`src/sv/a2i_pkg.sv`:
```
// Shared types, character codes and helpers for the ASCII to int64 parser.
package a2i_pkg;

   localparam int VALUE_BITS      = 64;
   localparam int BASE_BITS       = 6;
   localparam int DIGIT_BITS      = 7;
   localparam int END_OFFSET_BITS = 16;
   localparam int CSR_INDEX_BITS  = 1;
   localparam int CSR_DATA_BITS   = 6;

   // register indexes
   localparam logic [CSR_INDEX_BITS-1:0] CSR_NUMBER_BASE   = 1'd0;
   localparam logic [CSR_INDEX_BITS-1:0] CSR_BINARY_PREFIX = 1'd1;

   // bases
   localparam logic [BASE_BITS-1:0] BASE_AUTO = 6'd0;
   localparam logic [BASE_BITS-1:0] BASE_BIN  = 6'd2;
   localparam logic [BASE_BITS-1:0] BASE_OCT  = 6'd8;
   localparam logic [BASE_BITS-1:0] BASE_DEC  = 6'd10;
   localparam logic [BASE_BITS-1:0] BASE_HEX  = 6'd16;

   // character codes
   localparam logic [7:0] CH_SPACE  = 8'h20;
   localparam logic [7:0] CH_TAB    = 8'h09;
   localparam logic [7:0] CH_CR     = 8'h0D;
   localparam logic [7:0] CH_PLUS   = 8'h2B;
   localparam logic [7:0] CH_MINUS  = 8'h2D;
   localparam logic [7:0] CH_ZERO   = 8'h30;
   localparam logic [7:0] CH_NINE   = 8'h39;
   localparam logic [7:0] CH_UP_A   = 8'h41;
   localparam logic [7:0] CH_UP_B   = 8'h42;
   localparam logic [7:0] CH_UP_X   = 8'h58;
   localparam logic [7:0] CH_UP_Z   = 8'h5A;
   localparam logic [7:0] CH_LO_A   = 8'h61;
   localparam logic [7:0] CH_LO_B   = 8'h62;
   localparam logic [7:0] CH_LO_X   = 8'h78;
   localparam logic [7:0] CH_LO_Z   = 8'h7A;
   localparam logic [7:0] UP_BIAS   = 8'h37;   // 'A' - 10
   localparam logic [7:0] LO_BIAS   = 8'h57;   // 'a' - 10

   localparam logic [DIGIT_BITS-1:0] DIGIT_NONE = 7'd64;

   localparam logic [VALUE_BITS-1:0] INT64_MIN = {1'b1, {(VALUE_BITS-1){1'b0}}};
   localparam logic [VALUE_BITS-1:0] INT64_MAX = {1'b0, {(VALUE_BITS-1){1'b1}}};

   typedef enum logic [4:0] {
      PH_DONE   = 5'b00001,
      PH_SPACE  = 5'b00010,
      PH_PREFIX = 5'b00100,
      PH_ZERO   = 5'b01000,
      PH_DIGITS = 5'b10000
   } phase_type;

   typedef struct packed {
      logic [7:0] char_code;
      logic       string_start;
   } req_word_type;

   typedef struct packed {
      logic signed [VALUE_BITS-1:0]  value;
      logic                          range_error;
      logic                          converted;
      logic [END_OFFSET_BITS-1:0]    end_offset;
   } rsp_word_type;

   // digit or letter value, DIGIT_NONE for any other byte
   function automatic logic [DIGIT_BITS-1:0] digit_value(input logic [7:0] ch);
      logic [7:0] d;
      d = 8'(DIGIT_NONE);
      if (ch >= CH_ZERO && ch <= CH_NINE) begin
         d = ch - CH_ZERO;
      end else if (ch >= CH_LO_A && ch <= CH_LO_Z) begin
         d = ch - LO_BIAS;
      end else if (ch >= CH_UP_A && ch <= CH_UP_Z) begin
         d = ch - UP_BIAS;
      end
      return d[DIGIT_BITS-1:0];
   endfunction

   function automatic logic is_space(input logic [7:0] ch);
      return (ch == CH_SPACE) || (ch >= CH_TAB && ch <= CH_CR);
   endfunction

endpackage

```
`src/sv/a2i_req_if.sv`:
```
// Request channel: one byte of the string per word.
interface a2i_req_if;
   logic       valid;
   logic       ready;
   logic [7:0] char_code;
   logic       string_start;

   modport source (output valid, output char_code, output string_start, input ready);
   modport sink   (input valid, input char_code, input string_start, output ready);
endinterface

```
`src/sv/a2i_rsp_if.sv`:
```
// Response channel: one converted number per word.
interface a2i_rsp_if;
   logic               valid;
   logic               ready;
   logic signed [63:0] value;
   logic               range_error;
   logic               converted;
   logic [15:0]        end_offset;

   modport source (output valid, output value, output range_error, output converted,
                   output end_offset, input ready);
   modport sink   (input valid, input value, input range_error, input converted,
                   input end_offset, output ready);
endinterface

```
`src/sv/a2i_mac.sv`:
```
// Multiply-subtract of the negative accumulator with exact range check.
module a2i_mac (
   input  logic signed [a2i_pkg::VALUE_BITS-1:0] acc,
   input  logic [a2i_pkg::BASE_BITS-1:0]         base,
   input  logic [a2i_pkg::BASE_BITS-1:0]         digit,
   output logic signed [a2i_pkg::VALUE_BITS-1:0] acc_next,
   output logic                                  overflow
);
   import a2i_pkg::*;

   localparam int PROD_BITS = VALUE_BITS + BASE_BITS + 1;
   localparam int DIFF_BITS = PROD_BITS + 1;

   logic signed [PROD_BITS-1:0] prod;
   logic signed [DIFF_BITS-1:0] diff;

   // acc*base - c < INT64_MIN is the same test as (INT64_MIN + c) / base > acc
   assign prod     = acc * $signed({1'b0, base});
   assign diff     = {prod[PROD_BITS-1], prod} - $signed({{(DIFF_BITS-BASE_BITS){1'b0}}, digit});
   assign overflow = diff[DIFF_BITS-1] && (diff[DIFF_BITS-1:VALUE_BITS-1] != '1);
   assign acc_next = diff[VALUE_BITS-1:0];

endmodule

```
`src/sv/a2i_parse.sv`:
```
// Parse state and per-byte step: whitespace, sign, prefix and digit handling.
module a2i_parse #(
   parameter int OFFSET_BITS = 16
) (
   input  logic                            clock,
   input  logic                            reset,
   input  logic                            advance,
   input  a2i_pkg::req_word_type           word,
   input  logic [a2i_pkg::BASE_BITS-1:0]   number_base,
   input  logic                            binary_prefix_enable,
   output logic                            emit,
   output a2i_pkg::rsp_word_type           result
);
   import a2i_pkg::*;

   phase_type                     phase_ff, phase_in;
   logic                          neg_ff, neg_in;
   logic [BASE_BITS-1:0]          base_ff, base_in;
   logic signed [VALUE_BITS-1:0]  acc_ff, acc_in;
   logic                          ovf_ff, ovf_in;
   logic                          any_ff, any_in;
   logic [OFFSET_BITS-1:0]        off_ff, off_in;

   // state after the non-digit part of the step
   phase_type                     pre_phase;
   logic                          pre_stop;
   logic                          pre_neg;
   logic [BASE_BITS-1:0]          pre_base;
   logic signed [VALUE_BITS-1:0]  pre_acc;
   logic                          pre_ovf;
   logic                          pre_any;
   logic [OFFSET_BITS-1:0]        pre_off;

   logic [DIGIT_BITS-1:0]         digit;
   logic signed [VALUE_BITS-1:0]  mac_acc;
   logic                          mac_ovf;
   logic [END_OFFSET_BITS-1:0]    off_sat;
   logic                          range_err;

   function automatic logic [OFFSET_BITS-1:0] bump(input logic [OFFSET_BITS-1:0] v);
      return (v == '1) ? v : v + 1'b1;
   endfunction

   always_comb begin
      logic [7:0] ch;
      ch        = word.char_code;
      pre_phase = phase_ff;
      pre_neg   = neg_ff;
      pre_base  = base_ff;
      pre_acc   = acc_ff;
      pre_ovf   = ovf_ff;
      pre_any   = any_ff;
      pre_off   = off_ff;
      if (word.string_start) begin
         pre_neg   = 1'b0;
         pre_base  = BASE_DEC;
         pre_acc   = '0;
         pre_ovf   = 1'b0;
         pre_any   = 1'b0;
         pre_off   = '0;
         pre_phase = PH_SPACE;
      end
      pre_stop = (pre_phase == PH_DONE);

      if (!pre_stop && pre_phase == PH_SPACE) begin
         if (is_space(ch)) begin
            pre_off  = bump(pre_off);
            pre_stop = 1'b1;
         end else begin
            pre_phase = PH_PREFIX;
            if (ch == CH_MINUS || ch == CH_PLUS) begin
               pre_neg  = (ch == CH_MINUS);
               pre_off  = bump(pre_off);
               pre_stop = 1'b1;
            end
         end
      end

      // base register is sampled here, once per string
      if (!pre_stop && pre_phase == PH_PREFIX) begin
         pre_base  = (number_base == BASE_AUTO) ? BASE_DEC : number_base;
         pre_phase = PH_DIGITS;
         if (ch == CH_ZERO && (number_base == BASE_AUTO || number_base == BASE_HEX ||
             (number_base == BASE_BIN && binary_prefix_enable))) begin
            pre_any   = 1'b1;
            pre_acc   = '0;
            pre_base  = (number_base == BASE_AUTO) ? BASE_OCT : number_base;
            pre_phase = PH_ZERO;
            pre_off   = bump(pre_off);
            pre_stop  = 1'b1;
         end
      end

      // character after a leading zero may be a prefix letter
      if (!pre_stop && pre_phase == PH_ZERO) begin
         pre_phase = PH_DIGITS;
         if ((ch == CH_LO_X || ch == CH_UP_X) &&
             (pre_base == BASE_OCT || pre_base == BASE_HEX)) begin
            pre_base = BASE_HEX;
            pre_any  = 1'b0;
            pre_off  = bump(pre_off);
            pre_stop = 1'b1;
         end else if ((ch == CH_LO_B || ch == CH_UP_B) && binary_prefix_enable &&
                      (pre_base == BASE_OCT || pre_base == BASE_BIN)) begin
            pre_base = BASE_BIN;
            pre_any  = 1'b0;
            pre_off  = bump(pre_off);
            pre_stop = 1'b1;
         end
      end
   end

   assign digit = digit_value(word.char_code);

   a2i_mac u_mac (
      .acc      (pre_acc),
      .base     (pre_base),
      .digit    (digit[BASE_BITS-1:0]),
      .acc_next (mac_acc),
      .overflow (mac_ovf)
   );

   always_comb begin
      phase_in = pre_phase;
      neg_in   = pre_neg;
      base_in  = pre_base;
      acc_in   = pre_acc;
      ovf_in   = pre_ovf;
      any_in   = pre_any;
      off_in   = pre_off;
      emit     = 1'b0;
      if (!pre_stop) begin
         if (digit >= {1'b0, pre_base}) begin
            emit     = 1'b1;
            phase_in = PH_DONE;
         end else begin
            if (!pre_ovf) begin
               if (mac_ovf) begin
                  ovf_in = 1'b1;
               end else begin
                  acc_in = mac_acc;
               end
            end
            any_in = 1'b1;
            off_in = bump(pre_off);
         end
      end
   end

   generate
      if (OFFSET_BITS > END_OFFSET_BITS) begin : g_off_wide
         assign off_sat = (|pre_off[OFFSET_BITS-1:END_OFFSET_BITS]) ? '1 :
                          pre_off[END_OFFSET_BITS-1:0];
      end else begin : g_off_narrow
         assign off_sat = END_OFFSET_BITS'(pre_off);
      end
   endgenerate

   // most negative accumulator with a plus sign is out of range too
   assign range_err = pre_ovf || (!pre_neg && pre_acc == $signed(INT64_MIN));

   always_comb begin
      if (range_err) begin
         result.value = pre_neg ? $signed(INT64_MIN) : $signed(INT64_MAX);
      end else if (pre_neg) begin
         result.value = pre_acc;
      end else begin
         result.value = -pre_acc;
      end
      result.range_error = range_err;
      result.converted   = pre_any;
      result.end_offset  = pre_any ? off_sat : '0;
   end

   always_ff @(posedge clock) begin
      if (reset) begin
         phase_ff <= PH_DONE;
         neg_ff   <= 1'b0;
         base_ff  <= BASE_DEC;
         acc_ff   <= '0;
         ovf_ff   <= 1'b0;
         any_ff   <= 1'b0;
         off_ff   <= '0;
      end else if (advance) begin
         phase_ff <= phase_in;
         neg_ff   <= neg_in;
         base_ff  <= base_in;
         acc_ff   <= acc_in;
         ovf_ff   <= ovf_in;
         any_ff   <= any_in;
         off_ff   <= off_in;
      end
   end

`ifndef ASSERT_OFF
   a_done_after_emit: assert property (@(posedge clock) disable iff (reset)
      advance && emit |=> phase_ff == PH_DONE)
      else $error("parser not done after result");

   a_empty_result: assert property (@(posedge clock) disable iff (reset)
      emit && !result.converted |->
         result.value == '0 && result.end_offset == '0 && !result.range_error)
      else $error("unconverted result not zero");

   a_saturated: assert property (@(posedge clock) disable iff (reset)
      emit && result.range_error |->
         result.value == $signed(INT64_MIN) || result.value == $signed(INT64_MAX))
      else $error("range error without saturated value");
`endif

endmodule

```
`src/sv/ascii_to_int64_parser.sv`:
```
// Top level of the streaming ASCII to signed 64-bit integer parser.
//
//  channel   dir  handshake        payload
//  req_chan  in   valid / ready    char_code[7:0], string_start
//  rsp_chan  out  valid / ready    value[63:0], range_error, converted, end_offset[15:0]
//  csr_*     in   csr_we           csr_index[0], csr_wdata[5:0]
//
// One byte is taken per cycle unless a stalled rsp_chan holds one back;
// a word waits in the input register, and a result appears on rsp_chan
// the cycle after its terminating byte leaves that register. The rate is
// set by the 64x6 multiply-subtract and range check on the accumulator feedback path.
// Synchronous reset puts the parser in the done state (bytes ignored until a
// string start), base 0 (auto) and binary prefix enabled.
// A stalled rsp_chan only holds back a byte that would produce a second
// result, and the bytes queued behind it; other bytes keep flowing.
module ascii_to_int64_parser #(
   parameter int OFFSET_BITS = 16
) (
   input  logic                                clock,
   input  logic                                reset,
   a2i_req_if.sink                             req_chan,
   a2i_rsp_if.source                           rsp_chan,
   input  logic                                csr_we,
   input  logic [a2i_pkg::CSR_INDEX_BITS-1:0]  csr_index,
   input  logic [a2i_pkg::CSR_DATA_BITS-1:0]   csr_wdata
);
   import a2i_pkg::*;

   // configuration registers
   logic [BASE_BITS-1:0] number_base_ff;
   logic                 bin_prefix_ff;

   // input register
   logic                 in_valid_ff, in_valid_in;
   req_word_type         in_word_ff;

   // result register
   logic                 rsp_valid_ff, rsp_valid_in;
   rsp_word_type         rsp_word_ff;

   logic                 req_fire;
   logic                 rsp_free;
   logic                 advance;
   logic                 emit;
   rsp_word_type         result;

   always_ff @(posedge clock) begin
      if (reset) begin
         number_base_ff <= BASE_AUTO;
         bin_prefix_ff  <= 1'b1;
      end else if (csr_we) begin
         unique case (csr_index)
            CSR_NUMBER_BASE:   number_base_ff <= csr_wdata[BASE_BITS-1:0];
            CSR_BINARY_PREFIX: bin_prefix_ff  <= csr_wdata[0];
            default: ;
         endcase
      end
   end

   // a word leaves the input register unless it ends a number and the
   // result register cannot take it this cycle
   assign rsp_free = !rsp_valid_ff || rsp_chan.ready;
   assign advance  = in_valid_ff && (!emit || rsp_free);

   assign req_chan.ready = !in_valid_ff || advance;
   assign req_fire       = req_chan.valid && req_chan.ready;

   always_comb begin
      in_valid_in = in_valid_ff;
      if (req_fire) begin
         in_valid_in = 1'b1;
      end else if (advance) begin
         in_valid_in = 1'b0;
      end
   end

   always_comb begin
      rsp_valid_in = rsp_valid_ff;
      if (advance && emit) begin
         rsp_valid_in = 1'b1;
      end else if (rsp_chan.ready) begin
         rsp_valid_in = 1'b0;
      end
   end

   always_ff @(posedge clock) begin
      if (reset) begin
         in_valid_ff  <= 1'b0;
         rsp_valid_ff <= 1'b0;
      end else begin
         in_valid_ff  <= in_valid_in;
         rsp_valid_ff <= rsp_valid_in;
      end
   end

   always_ff @(posedge clock) begin
      if (req_fire) begin
         in_word_ff.char_code    <= req_chan.char_code;
         in_word_ff.string_start <= req_chan.string_start;
      end
      if (advance && emit) begin
         rsp_word_ff <= result;
      end
   end

   a2i_parse #(
      .OFFSET_BITS (OFFSET_BITS)
   ) u_parse (
      .clock                (clock),
      .reset                (reset),
      .advance              (advance),
      .word                 (in_word_ff),
      .number_base          (number_base_ff),
      .binary_prefix_enable (bin_prefix_ff),
      .emit                 (emit),
      .result               (result)
   );

   assign rsp_chan.valid       = rsp_valid_ff;
   assign rsp_chan.value       = rsp_word_ff.value;
   assign rsp_chan.range_error = rsp_word_ff.range_error;
   assign rsp_chan.converted   = rsp_word_ff.converted;
   assign rsp_chan.end_offset  = rsp_word_ff.end_offset;

`ifndef ASSERT_OFF
   a_in_hold: assert property (@(posedge clock) disable iff (reset)
      in_valid_ff && !advance |=> in_valid_ff && $stable(in_word_ff))
      else $error("input word dropped while blocked");

   a_ready_low: assert property (@(posedge clock) disable iff (reset)
      !req_chan.ready |-> in_valid_ff && rsp_valid_ff && emit)
      else $error("request stalled without a blocked result");

   a_rsp_source: assert property (@(posedge clock) disable iff (reset)
      $rose(rsp_valid_ff) |-> $past(advance && emit))
      else $error("result appeared without a terminating byte");
`endif

endmodule
```
`src/flat_wrapper.sv`:
```
// flat-port wrapper written by rule: the top's interface ports become plain ports
module ascii_to_int64_parser_flat import a2i_pkg::*;
#(
   parameter int OFFSET_BITS = 16
)
  (clock, reset, csr_we, csr_index, csr_wdata, req_chan_valid, req_chan_char_code, req_chan_string_start, req_chan_ready, rsp_chan_valid, rsp_chan_value, rsp_chan_range_error, rsp_chan_converted, rsp_chan_end_offset, rsp_chan_ready);
  a2i_req_if req_chan_i ();
  a2i_rsp_if rsp_chan_i ();
  input  logic clock;
  input  logic reset;
  input  logic csr_we;
  input  logic [a2i_pkg::CSR_INDEX_BITS-1:0] csr_index;
  input  logic [a2i_pkg::CSR_DATA_BITS-1:0] csr_wdata;
  input wire logic [$bits(req_chan_i.valid)-1:0] req_chan_valid;
  input wire logic [$bits(req_chan_i.char_code)-1:0] req_chan_char_code;
  input wire logic [$bits(req_chan_i.string_start)-1:0] req_chan_string_start;
  output wire logic [$bits(req_chan_i.ready)-1:0] req_chan_ready;
  output wire logic [$bits(rsp_chan_i.valid)-1:0] rsp_chan_valid;
  output wire logic [$bits(rsp_chan_i.value)-1:0] rsp_chan_value;
  output wire logic [$bits(rsp_chan_i.range_error)-1:0] rsp_chan_range_error;
  output wire logic [$bits(rsp_chan_i.converted)-1:0] rsp_chan_converted;
  output wire logic [$bits(rsp_chan_i.end_offset)-1:0] rsp_chan_end_offset;
  input wire logic [$bits(rsp_chan_i.ready)-1:0] rsp_chan_ready;
  assign req_chan_i.valid = req_chan_valid;
  assign req_chan_i.char_code = req_chan_char_code;
  assign req_chan_i.string_start = req_chan_string_start;
  assign req_chan_ready = req_chan_i.ready;
  assign rsp_chan_valid = rsp_chan_i.valid;
  assign rsp_chan_value = rsp_chan_i.value;
  assign rsp_chan_range_error = rsp_chan_i.range_error;
  assign rsp_chan_converted = rsp_chan_i.converted;
  assign rsp_chan_end_offset = rsp_chan_i.end_offset;
  assign rsp_chan_i.ready = rsp_chan_ready;
  ascii_to_int64_parser #(.OFFSET_BITS(OFFSET_BITS)) u_core (.clock(clock), .reset(reset), .req_chan(req_chan_i), .rsp_chan(rsp_chan_i), .csr_we(csr_we), .csr_index(csr_index), .csr_wdata(csr_wdata));
endmodule
```
`config.mk`:
```
export PLATFORM = sky130hd
export DESIGN_NAME = ascii_to_int64_parser_flat
export DESIGN_NICKNAME = d
export VERILOG_FILES = /design/src/sv/a2i_pkg.sv /design/src/sv/a2i_req_if.sv /design/src/sv/a2i_rsp_if.sv /design/src/sv/a2i_mac.sv /design/src/sv/a2i_parse.sv /design/src/sv/ascii_to_int64_parser.sv /design/src/flat_wrapper.sv
export SDC_FILE = /design/constraint.sdc
export NUM_CORES = 2
export LEC_CHECK = 0
export BUFFER_PORTS_ARGS = -buffer_cell sky130_fd_sc_hd__buf_2
export CAP_MARGIN = 20
export CORE_ASPECT_RATIO = 1.5
export CORE_MARGIN = 2
export CORE_UTILIZATION = 32
export DETAILED_ROUTE_END_ITERATION = 8
export MAX_ROUTING_LAYER = met4
export PLACE_DENSITY = 0.54
export SYNTH_ARGS = -nofsm -noshare
export SYNTH_HDL_FRONTEND = slang
export SYNTH_SLANG_ARGS = --single-unit
```
`constraint.sdc`:
```
create_clock -name clock -period 13.5 [get_ports clock]
set_clock_uncertainty 0.2 [all_clocks]
set_input_delay 2.7 -clock clock [delete_from_list [all_inputs] [get_ports clock]]
set_output_delay 2.7 -clock clock [all_outputs]
set_load 0.02 [all_outputs]
```
* After elaboration in Yosys (flattened, before gate mapping)
Index checks and enable logic that the tools add are counted.
** Operators by class
- Reductions and logical operators :: 41
- Div/mod/pow operators :: 0
- Mux-type cells :: 75
- Add/subtract/negate cells :: 9
- Shifts and indexed selects :: 0
- Equal/unequal tests :: 23
- Bitwise operators :: 1
- $mul :: 1
- $lt $le $gt $ge :: 9
** Operator list (count)
- $mux W64 :: 10
- $mux W16 :: 15
- $sub A71 B7 Y72 :: 1
- $mul A64 B7 Y71 :: 1
- $add A16 B1 Y16 const B :: 4
- $eq A16 B16 Y1 const B :: 4
- $eq A64 B64 Y1 const B :: 1
- $neg A64 Y64 :: 1
- $mux W6 :: 8
- $mux W5 :: 8
- $eq A8 B6 Y1 const B :: 4
- $eq A8 B7 Y1 const B :: 4
- $mux W1 :: 31
- $mux W7 :: 3
- $logic_and A1 B1 Y1 :: 17
- $ge A8 B7 Y1 const B :: 2
- $le A8 B7 Y1 const B :: 2
- $sub A7 B6 Y7 const B :: 2
- $eq A6 B2 Y1 const B :: 2
- $eq A6 B5 Y1 const B :: 2
- $logic_or A1 B1 Y1 :: 12
- $ne A9 B9 Y1 const B :: 1
- $ge A8 B4 Y1 const B :: 1
- $ge A8 B6 Y1 const B :: 1
- other kinds (14) :: 22
** Word-level totals
- Bits in writable memories :: 0
- Latch bits :: 0
- Register bits after elaboration :: 194
- Memories kept :: 0
- Memory bits (read-only) :: 0
- Output and inout bits :: 84
- Word-level logic and storage cells :: 176

* Longest topological paths before layout
- Depth after elaboration :: 23
- Gate-level depth with buffers :: 44
- Depth with buffers taken out :: 38

* By module
From an unflattened synthesis, not the netlist that was laid out.
** Unflattened totals
- Cell total of the unflattened synthesis :: 3438
- Area total of the unflattened synthesis :: 27860.5 um2
** By module, submodules not included
- a2i_mac :: instances 1, cells each 1877, area each 15110.7 um2
- a2i_parse :: instances 1, cells each 1434, area each 9655.5 um2
- ascii_to_int64_parser :: instances 1, cells each 127, area each 3094.2 um2

* Worst setup path after synthesis
OpenSTA, ideal clock, no wires.
- Path type :: reg2reg
- Start point :: register u_core.in_word_ff[1] in the netlist's numbering
- End point :: register u_core.u_parse.acc_ff[62]
- Stages on the path, launching flop included :: 41
- Setup time :: 60 ps
- Buffers on the path :: 6
- Arrival :: 9566 ps
- Path slack :: 3674 ps
- Required time :: 13240 ps
- Cell sequence :: edfxtp_1 > inv_1 > ha_1 > nor4bb_1 > o41ai_2 > nor2_1 > nand2_1 > a21oi_1 > clkbuf_1 > a21oi_1 > nand3_1 > o21a_1 > clkbuf_1 > clkbuf_1 > nor2_1 > fa_1 > fa_1 > fa_1 > [5 not listed] > nand3_1 > nor2_1 > a221oi_1 > o21ai_0 > a31o_2 > a21oi_1 > o31a_1 > o21ai_0 > a31oi_1 > o31a_1 > xnor2_1 > nand3_1 > or4_1 > o21ai_0 > and2_1 > clkbuf_1 > clkbuf_1 > a22o_1
** Between the ends
- Longest elaborated chain between the ends :: 22
- Elaborated cells between the ends (all ways) :: 78
- Those cells by class :: add/sub: 4; mul: 1; order compare: 9; eq/ne: 14; mux: 28; reduce/logical: 22
** Ends and longest elaborated chain
- start: declaration :: line ascii_to_int64_parser.sv:35 : req_word_type in_word_ff;
- $ge A8 B4 Y1, or another cell as far along :: line a2i_pkg.sv:81 : return (ch == CH_SPACE) || (ch >= CH_TAB && ch <= CH_CR);
- $logic_and A1 B1 Y1 / $logic_or A1 B1 Y1 (equally long branches) :: line a2i_pkg.sv:81, a2i_parse.sv:71
- $logic_or A1 B1 Y1 / $mux W1 (equally long branches) :: line a2i_pkg.sv:81, a2i_parse.sv:71
- $mux W5 / $mux W1 (equally long branches) :: line a2i_parse.sv:66 : if (is_space(ch)) begin
- $mux W5 / $mux W1 (equally long branches) :: line a2i_parse.sv:65 : if (!pre_stop && pre_phase == PH_SPACE) begin
- $eq A5 B3 Y1 / $logic_not A1 Y1 (equally long branches) :: line a2i_parse.sv:80 : if (!pre_stop && pre_phase == PH_PREFIX) begin
- $logic_and A1 B1 Y1 :: line a2i_parse.sv:80
- $mux W6 :: line a2i_parse.sv:80
- [6 not listed]
- $mul A64 B7 Y71 :: line a2i_mac.sv:18 : assign prod = acc * $signed({1'b0, base});
- $sub A71 B7 Y72 :: line a2i_mac.sv:19 : assign diff = {prod[PROD_BITS-1], prod} - $signed({{(DIFF_BITS-BASE_BITS){1'b0}}, digit});
- $ne A9 B9 Y1 :: line a2i_mac.sv:20 : assign overflow = diff[DIFF_BITS-1] && (diff[DIFF_BITS-1:VALUE_BITS-1] != '1);
- $logic_and A1 B1 Y1 :: line a2i_mac.sv:20
- $mux W64 :: line a2i_parse.sv:138 : if (mac_ovf) begin
- $mux W64 :: line a2i_parse.sv:137 : if (!pre_ovf) begin
- $mux W64 :: line a2i_parse.sv:133 : if (digit >= {1'b0, pre_base}) begin
- $mux W64 :: line a2i_parse.sv:132 : if (!pre_stop) begin
- end signal: assignment :: line a2i_parse.sv:188 : acc_ff <= acc_in;
- end: declaration :: line a2i_parse.sv:19 : logic signed [VALUE_BITS-1:0] acc_ff, acc_in;
Parallel ways exist; a longest one is shown, timed or not.
A chain may end at the register's enable or synchronous reset.

* Worst setup path in the final report
- Start point :: register u_core.in_word_ff[2] in the netlist's numbering
- End point :: register u_core.u_parse.acc_ff[19]
The elaborated chain is that of the path after synthesis.

==> flow_summary.json <==
{
  "status": "finished clean",
  "crit_fanout": 63,
  "async_reset_ff_frac": 0,
  "ys_warn_count": 0,
  "antenna_found_initial": 2,
  "antenna_left": 0,
  "dp_hpwl_mm": 71.82,
  "cts_hold_buffers": 0,
  "netlist_area_sq_mm": 0.02682,
  "met1_length_mm": 38.06,
  "clockBufferDepth": 2,
  "drv_slew": 0,
  "syn_nets": 3800,
  "rows": 130,
  "drive_gt1_frac": 0.07595,
  "fin_crit_sh": 0.9225,
  "slowest_stage": "a2111oi_0",
  "drt_first_pass_iters": 5,
  "met3_length_mm": 4.205,
  "wl_met2_mm": 46.51,
  "root_buffer": "clkbuf_16",
  "grt_pass1_vias": 24870,
  "hold_class": "reg -> reg",
  "gp_congestion": 0.9195,
  "design.die.area_sq_mm": 0.08621,
  "postCtsSetupRepairBufs": 0,
  "relSlewSlack": 0.3588,
  "setup_viol": 0,
  "tritoncts": "yes",
  "top_layer": "met4",
  "cp_common_cell": "ha_1",
  "synthCells": 3345,
  "num_vias": 24130,
  "gr-usage-all-layers": 0.2257,
  "worst_pin_slew_ns": 0.9619,
  "hold_viol_final": 0,
  "r2r_cells": 37,
  "wirelength_mm": 92.70,
  "hold_depth": 2,
  "required_ns": 13.75,
  "final.setup.tns_ns": 0,
  "ys_ff_latch": 194,
  "start_kind": "flop",
  "diodes": 0,
  "avgRoutedWirePerCell_um": 20.88,
  "rsz0062_at_grt": "no",
  "synth_flop_cell": "dfxtp_1",
  "nets": 3760,
  "cap_violations": 0,
  "via_per_inst": 5.435,
  "crit_path_end_kind": "flop",
  "pin_count": 105,
  "max_freq_mhz": 80.29,
  "cts_sinks": 194,
  "grt_start_max_net_pins": 64,
  "grt_pass1_wl_mm": 145.5,
  "worstSkewPairLatency_ns": 0.52,
  "start_util": 0.3215,
  "ctsResizeCount": 0,
  "max_stage_delay_ns": 0.71,
  "coreArea_sq_mm": 0.08344,
  "die_x_um": 240.4,
  "io_buffers": 104,
  "cts.htree.levels": 4,
  "synth.yosys.seq_area_share": 0.1787,
  "synthDistinctLibCells": 97,
  "area_delta_synth_final_pct": 7.897,
  "synth.avg_cell_area_sq_um": 8.019,
  "cts_buffers": 17,
  "synth_edf_count": 91,
  "fin_crit_ns": 12.45,
  "overflow": 0,
  "die_h_um": 358.6,
  "critical_path_class": "reg -> reg",
  "drc": 0,
  "drt_first_iter_violations": 1800,
  "path_clk_slew_ns": 0.08,
  "worst_ep_arrival_time_ns": 12.70
}
==> flip-flops by register name (all words and copies together) (netlist names) <==
register	flops
u_core.in_word_ff	9
u_core.u_parse.neg_ff	1
u_core.in_valid_ff	1
u_core.bin_prefix_ff	1
u_core.number_base_ff	6
u_core.u_parse.base_ff	6
u_core.rsp_chan.valid	1
u_core.rsp_chan.end_offset	16
u_core.rsp_chan.converted	1
u_core.u_parse.phase_ff	5
u_core.u_parse.off_ff	16
u_core.rsp_chan.value	64
u_core.u_parse.acc_ff	64
u_core.u_parse.any_ff	1
u_core.rsp_chan.range_error	1
u_core.u_parse.ovf_ff	1
==> cells by family (layout without fill, tap and decap cells) <==
logic type	Yosys count	in the layout	share of synthesized area
flip-flops	194	194	0.1787
AND/OR/NAND/NOR	1169	1169	0.2022
XOR/XNOR	95	95	0.03102
AO/OA/AOI/OAI	772	772	0.1898
multiplexers	27	27	0.01073
adder cells (fa/ha/maj)	434	434	0.2942
buffers and inverters	654	627	0.09319
==> cell usage after synthesis (all sizes together), types with 28 or more instances <==
cell | n | area (sq um)
ha | 106 | 1326
a22o | 65 | 569.3
nor3 | 60 | 305.3
edfxtp | 91 | 2733
o22ai | 43 | 269.0
a21oi | 220 | 1109
o21ai | 152 | 772.0
a21o | 75 | 563.0
clkbuf | 179 | 673.1
nand2 | 245 | 919.6
nor2 | 471 | 1768
inv | 447 | 1678
nand3 | 145 | 738.2
nor2b | 30 | 187.7
xnor2 | 58 | 508.0
nand4 | 28 | 175.2
o31ai | 29 | 255.2
xor2 | 37 | 324.1
fa | 328 | 6566
dfxtp | 103 | 2062
==> worst max-delay path: cells and delay by family, from the launching register on <==
family / cells / cell delay (ns)
compound gates: 15 / 5.30
flops: 1 / 0.48
fa+ha+maj: 6 / 2.29
xor+xnor: 1 / 0.14
buf+inv: 6 / 1.59
simple gates: 9 / 2.36
==> path summary, 6_finish.rpt <==
check                                startpoint                                endpoint  slack (ns)
max              u_core.in_word_ff[2]$_DFFE_PP_  u_core.u_parse.acc_ff[19]$_SDFFE_PP0P_        1.05
min          u_core.u_parse.ovf_ff$_SDFFE_PP0P_      u_core.u_parse.ovf_ff$_SDFFE_PP0P_        0.29
max reg2reg      u_core.in_word_ff[2]$_DFFE_PP_  u_core.u_parse.acc_ff[19]$_SDFFE_PP0P_        1.05
min reg2reg  u_core.u_parse.ovf_ff$_SDFFE_PP0P_      u_core.u_parse.ovf_ff$_SDFFE_PP0P_        0.29
==> stage by stage <==
| step | setup slack, ns | area [sq um] | hold WS [ns] | util | std cells |
|---|---|---|---|---|---|
| finish | 1.046 | 28940 | 0.2915 | 0.3469 | 4440 |
| global route | 0.3174 | 28940 | 0.3193 | 0.3469 | 4440 |
| CTS | 1.144 | 28940 | 0.2907 | 0.3469 | 4440 |
| detailed placement | 1.192 | 28330 | 0.2818 | 0.3396 | 4408 |
| global placement | 1.404 | 28330 | 0.2625 | 0.3396 | 4408 |
| floorplan | 3.674 | 26820 | 0.2323 | - | 3345 |
==> layer usage <==
| metal | vias to the layer above | track usage |
|---|---|---|
| met2 | 779 | 0.3882 |
| li1 | 11220 | - |
| met4 | 0 | 0.09317 |
| met1 | 11950 | 0.2678 |
| met5 | - | - |
| met3 | 184 | 0.02503 |
==> layout make-up <==
type / count / area, sq um
well taps: 1122 / 1404
flip-flops and latches: 194 / 4795
clock buffers: 17 / 425.4
multi-input cells: 2497 / 19610
clock inverters: 15 / 183.9
inverters: 449 / 1685
fillers: 8778 / 54500
repair buffers: 146 / 835.8
==> cell usage in the layout, fill, tap and decap left out, types with 21 or more instances in the layout <==
master,synthesis,routed
a21o_1,75,75
a21oi_1,218,218
a22o_1,65,65
a31oi_1,25,25
and2_1,26,25
and3_1,26,26
buf_2,11,104
buf_4,0,42
dfxtp_1,103,103
edfxtp_1,91,91
fa_1,328,328
ha_1,106,106
inv_1,446,445
nand2_1,245,244
nand2b_1,21,21
nand3_1,144,144
nand4_1,28,28
nor2_1,471,468
nor2b_1,30,30
nor3_1,59,59
o21ai_0,142,141
o22ai_1,43,42
o31ai_1,25,25
or3_1,21,21
xnor2_1,58,58
xor2_1,37,37
Power is left out: the tool's default activity adds up to more than one toggle a clock period on the data nets, which glitch-free logic cannot reach.
